<file path="src/hdl/ect_pkg.sv">
// shared constants, types and address helpers of the efficiency counter table
// no dependencies; used by every module of the block
`default_nettype none

package ect_pkg;

  localparam int NumChambers = 72;
  localparam int NumColumns  = 7;
  localparam int NumLines    = 4;
  localparam int CountWidth  = 32;
  localparam int FracBits    = 16;

  localparam int NumCells   = NumChambers * NumColumns * NumLines;
  localparam int NumEntries = NumCells * 4;
  localparam int CellW      = $clog2(NumCells);
  localparam int AddrW      = CellW + 2;
  localparam int IdxW       = CellW + 4;
  localparam int AluW       = CountWidth + 1;
  localparam int EffW       = FracBits + 1;
  localparam int IterW      = $clog2(FracBits + 1);

  // counter slot inside a cell, also the plane selector code
  localparam logic [1:0] CntBend    = 2'd0;
  localparam logic [1:0] CntNonbend = 2'd1;
  localparam logic [1:0] CntBoth    = 2'd2;
  localparam logic [1:0] CntTotal   = 2'd3;

  // record operation codes
  localparam logic OpRecord = 1'b0;
  localparam logic OpQuery  = 1'b1;

  typedef enum logic [3:0] {
    S_CLR,
    S_IDLE,
    S_REC_RD,
    S_REC_WR,
    S_Q_RDT,
    S_Q_RDP,
    S_Q_LAT,
    S_DIV,
    S_FIN
  } state_t;

  // shared adder request: increment a, or a minus b with carry as a >= b
  typedef struct packed {
    logic            inc;
    logic [AluW-1:0] a;
    logic [AluW-1:0] b;
  } alu_req_t;

  typedef struct packed {
    logic [AluW-1:0] sum;
    logic            carry;
  } alu_rsp_t;

  typedef struct packed {
    logic                  we;
    logic [AddrW-1:0]      addr;
    logic [CountWidth-1:0] wdata;
  } ram_req_t;

  function automatic logic [CellW-1:0] cell_index(input logic [6:0] chamber,
                                                  input logic [2:0] column,
                                                  input logic [1:0] board_line);
    logic [IdxW-1:0] acc;
    acc = IdxW'(chamber) * IdxW'(NumColumns * NumLines)
        + IdxW'(column) * IdxW'(NumLines)
        + IdxW'(board_line);
    return acc[CellW-1:0];
  endfunction

  // record sequence: total first, then the hit counters
  function automatic logic [1:0] step_slot(input logic [1:0] step);
    logic [1:0] slot;
    case (step)
      2'd0:    slot = CntTotal;
      2'd1:    slot = CntBend;
      2'd2:    slot = CntNonbend;
      default: slot = CntBoth;
    endcase
    return slot;
  endfunction

endpackage

`default_nettype wire

</file>
<file path="src/hdl/ect_alu.sv">
// shared adder of the efficiency counter table: saturating increment and divide step
// depends on ect_pkg for the request and response types
`default_nettype none

module ect_alu (
  input  ect_pkg::alu_req_t req,
  output ect_pkg::alu_rsp_t rsp
);

  logic [ect_pkg::AluW:0] addend;
  logic [ect_pkg::AluW:0] cin;
  logic [ect_pkg::AluW:0] sum;

  // one adder: a + 1, or a + ~b + 1
  always_comb begin
    if (req.inc) begin
      addend = {{ect_pkg::AluW{1'b0}}, 1'b1};
      cin    = '0;
    end else begin
      addend = {1'b0, ~req.b};
      cin    = {{ect_pkg::AluW{1'b0}}, 1'b1};
    end
    sum       = {1'b0, req.a} + addend + cin;
    rsp.sum   = sum[ect_pkg::AluW-1:0];
    rsp.carry = sum[ect_pkg::AluW];
  end

endmodule

`default_nettype wire

</file>
<file path="config.mk">
export PLATFORM = sky130hd
export DESIGN_NAME = ect_alu
export DESIGN_NICKNAME = d
export VERILOG_FILES = /design/src/hdl/ect_pkg.sv /design/src/hdl/ect_alu.sv
export SDC_FILE = /design/constraint.sdc
export NUM_CORES = 1
export LEC_CHECK = 0
export BUFFER_PORTS_ARGS = -buffer_cell sky130_fd_sc_hd__buf_2
export CAP_MARGIN = 30
export CORE_ASPECT_RATIO = 1.25
export CORE_MARGIN = 4
export CORE_UTILIZATION = 51
export DETAILED_ROUTE_END_ITERATION = 7
export PLACE_DENSITY_LB_ADDON = 0.08
export SKIP_LAST_GASP = 1
export SYNTH_ARGS = -nofsm -noshare
export SYNTH_HDL_FRONTEND = slang
export SYNTH_SLANG_ARGS = --single-unit
</file>
<file path="constraint.sdc">
create_clock -name vclk -period 3
set_clock_uncertainty 0.1 [all_clocks]
set_input_delay 0.15 -clock vclk [all_inputs]
set_output_delay 0.15 -clock vclk [all_outputs]
set_load 0.03 [all_outputs]
</file>
==> Word-level counts from Yosys, hierarchy flattened <==
Cells that the tools add are included.
{ "totals": {"regBits": 0, "in_bits": 67, "output_inout_bits": 34} }
{ "op_classes": {"add_sub_neg": 2, "muxes": 2, "n_bitwise": 1} }
{ "op_table": {"columns": ["cell", "count"], "rows": [
  ["33-bit by 34-bit adder with 34-bit output", 1],
  ["34-bit adder", 1],
  ["33-bit two-way mux", 1],
  ["33-bit NOT", 1],
  ["1-bit two-way mux", 1]
]} }

==> Depth between registers and ports, before layout <==
{ "logic_depth": {"depth_word": 4, "ltp_mapped": 10, "mapped_depth_nobuf": 9} }

==> Worst setup path before layout <==
OpenSTA, ideal clock, no wires.
{ "synth_path": {"kind": "input -> output", "start": "input req[0] (netlist name)", "end": "output rsp[23] (netlist name)", "t_arrival_ns": 2.613, "t_required_ns": 2.750, "slack_ns": 0.137, "cell_stages": 9, "n_path_buf": 0, "path_cell_list": "nor2b_1 -> fa_1 -> fa_1 -> nand2b_1 -> a21o_1 -> a211oi_1 -> o31a_1 -> nor4_1 -> nor3_1"} }
{ "synth_rtl": {"columns": ["element", "line", "text"], "rows": [
  ["start, declared", "ect_alu.sv:6", "input ect_pkg::alu_req_t req,"],
  ["end, declared", "ect_alu.sv:7", "output ect_pkg::alu_rsp_t rsp"]
]} }

==> reports/results.ini <==
[layout]
diodes = 0
layout.nets = 558
seq_cell_count = 0
layout-area-overhead-vs-synth_pct = 31.3
seq_area_sq_um = 0
clkbuf_count = 0
drive_gt1_share_pct = 37.4
num-fill-cells = 429

[pwr]
p_total_uw = 829
intPower_uw = 314
clkPwrFrac_pct = 0
powerDensity_nw_per_um2 = 264
ir_worst_vdd_mv = 0.147
p_sw_uw = 515
p_leak_nw = 1.59
sw_frac_of_total_pct = 62.1
power_frac_comb_pct = 100.0
sequentialPowerShare_pct = 0

[critical_path]
startpoint_type = primary input
crit_arrival_ns = 2.62
critPathCaptureType = output pin
path_max_fanout = 4
cp.required_ns = 2.75
crit_type = in -> out

[timing]
maxSlewViolCount = 0
setup_viol = 0
hold_violations = 0
tns_ns = 0
fmax_ghz = 0.348
slew_headroom_pct = 69.5
period_needed_ns = 2.87
worst_pin_slew_ns = 0.445
finalWorstSetupSlack_ns = 0.125
timing.final.crit_share_pct = 95.8
rsz0062_at_grt = no

[route]
drtIter0Drc = 93
ant_nets = 0
wl_per_cell_um = 14.3
vias = 2890
vias_per_cell = 5.63
drt-pass1-iter-count = 4
drc = 0
drt_wl_total_um = 7350

[logic_synthesis]
yosysUniqueCellTypes = 68
yosysWarnings = 0
synth_top_cells_by_area = ha_1 (17%), nor2_1 (7.5%), a21oi_1 (5.7%)
synth_xor_area_share_pct = 9.53
syn_nets = 436
yosys.area_share.simple_pct = 25.9
synth_compound_area_share_pct = 39.4
yosys.area.top_type = ha_1
synth_top_area_share_pct = 16.8
synthAdderAreaFrac_pct = 18.4
synth_mux_area_share_pct = 0.419
synth_top_family_by_area = compound AO/OA/AOI/OAI gates
avgSynthCellArea_sq_um = 7.13
synth_area_sq_um = 2390
yosysSeqAreaShare_pct = 0
syn_inst = 335

[job]
max_cap_violations = 0

[run_status]
status = complete, no violations

[worst_hold_path]
min_path_cells = 4
min_path_type = in -> out

[placement]
place_ws_ns = 0.0913
port_buffers = 101
dp_hpwl_um = 6490
gp_congestion = 0.917

[floorplanning]
dieHeight_um = 84.5
io_pins = 101
core_sq_um = 4460
fp.dieArea_sq_um = 5850
rows = 27
start_util_pct = 53.6
die-width_um = 69.2

[global_route]
antenna_found_initial = 0
grt_pass1_vias = 2851
grt_use_total_pct = 23.9
grt.overflow.total = 0
grt_max_degree = 13
grt_pass1_wl_um = 12200

[cts]
cts_hold_buf = 0
post_cts_buffers = 0
cts_resized = 0

[kinds of logic (layout without fill, tap and decap cells)]
| group | after synthesis | after routing |
|---|---|---|
| and+or+nand+nor | 124 | 124 |
| xor gates and xnor gates | 26 | 26 |
| buffers and inverters | 28 | 148 |
| AOI/OAI and AO/OA | 122 | 122 |
| muxes | 1 | 1 |
| adders and majority gates | 34 | 34 |
[path summary, 6_finish.rpt]
| kind | from | to | slack, ns |
|---|---|---|---|
| max | req[0] | rsp[19] | 0.13 |
| min | req[65] | rsp[0] | 0.73 |
[cell usage after synthesis, types with 6 or more instances]
cell / count
a211oi_1: 6
a21o_1: 11
a21oi_1: 27
a21oi_2: 6
ha_1: 32
inv_1: 14
nand2_1: 24
nand3_1: 10
nand4_1: 6
nor2_1: 48
nor3_1: 7
o21a_1: 11
o21ai_0: 11
xnor2_1: 14
xor2_1: 12
[placed cells by master, fill, tap and decap left out, drive strengths merged, types with 8 or more instances in the layout]
cell type,count
a21o,11
o21ai,17
nor2,48
xor2,12
xnor2,14
a21oi,34
inv,14
o21a,11
nand3,10
nor3,8
ha,32
nand2,24
buf,134
nand4,8
a211oi,8
[metrics by stage]
stage          area (sq um)  util [%]  cells  hold WS, ns
2_1_floorplan          2390         -    335        0.459
3_3_place_gp           3120      69.9    513        0.687
3_5_place_dp           3120      69.9    513        0.725
4_1_cts                3120      69.9    513        0.714
5_1_grt                3140      70.4    513        0.760
6_report               3140      70.4    513        0.726
[cell type report]
type | count | area [sq um] | area share (%)
multi-input cells | 307 | 2250 | 71.8
repair buffers | 134 | 761 | 24.2
well taps | 58 | 72.6 | 2.31
inverters | 14 | 52.6 | 1.67
[routing by layer]
| layer | global-route usage (%) | wire (um) | up-vias |
|---|---|---|---|
| met5 | 0 | 0 | - |
| met4 | 5.15 | 131 | 0 |
| met3 | 0.719 | 233 | 12 |
| met2 | 48.0 | 3900 | 74 |
| met1 | 27.4 | 3080 | 1307 |
| li1 | - | - | 1497 |
[worst max-delay path: stages]
cell and delay, ns:
buf_2 0.09, nor2b_1 0.13, fa_2 0.35, fa_2 0.34, nand2b_1 0.16, a21o_1 0.24, a311oi_2 0.38, a2bb2oi_2 0.28
a21bo_1 0.16, xor2_1 0.15, buf_4 0.18
[power by group through the flow]
stage	Sequential [mW]	Combinational (mW)	Clock [mW]
2_1_floorplan	0	0.579	0
3_3_place_gp	0	0.811	0
3_5_place_dp	0	0.817	0
4_1_cts	0	0.820	0
5_1_grt	0	0.895	0
6_report	0	0.829	0
Power figures use the tool's default switching activity.
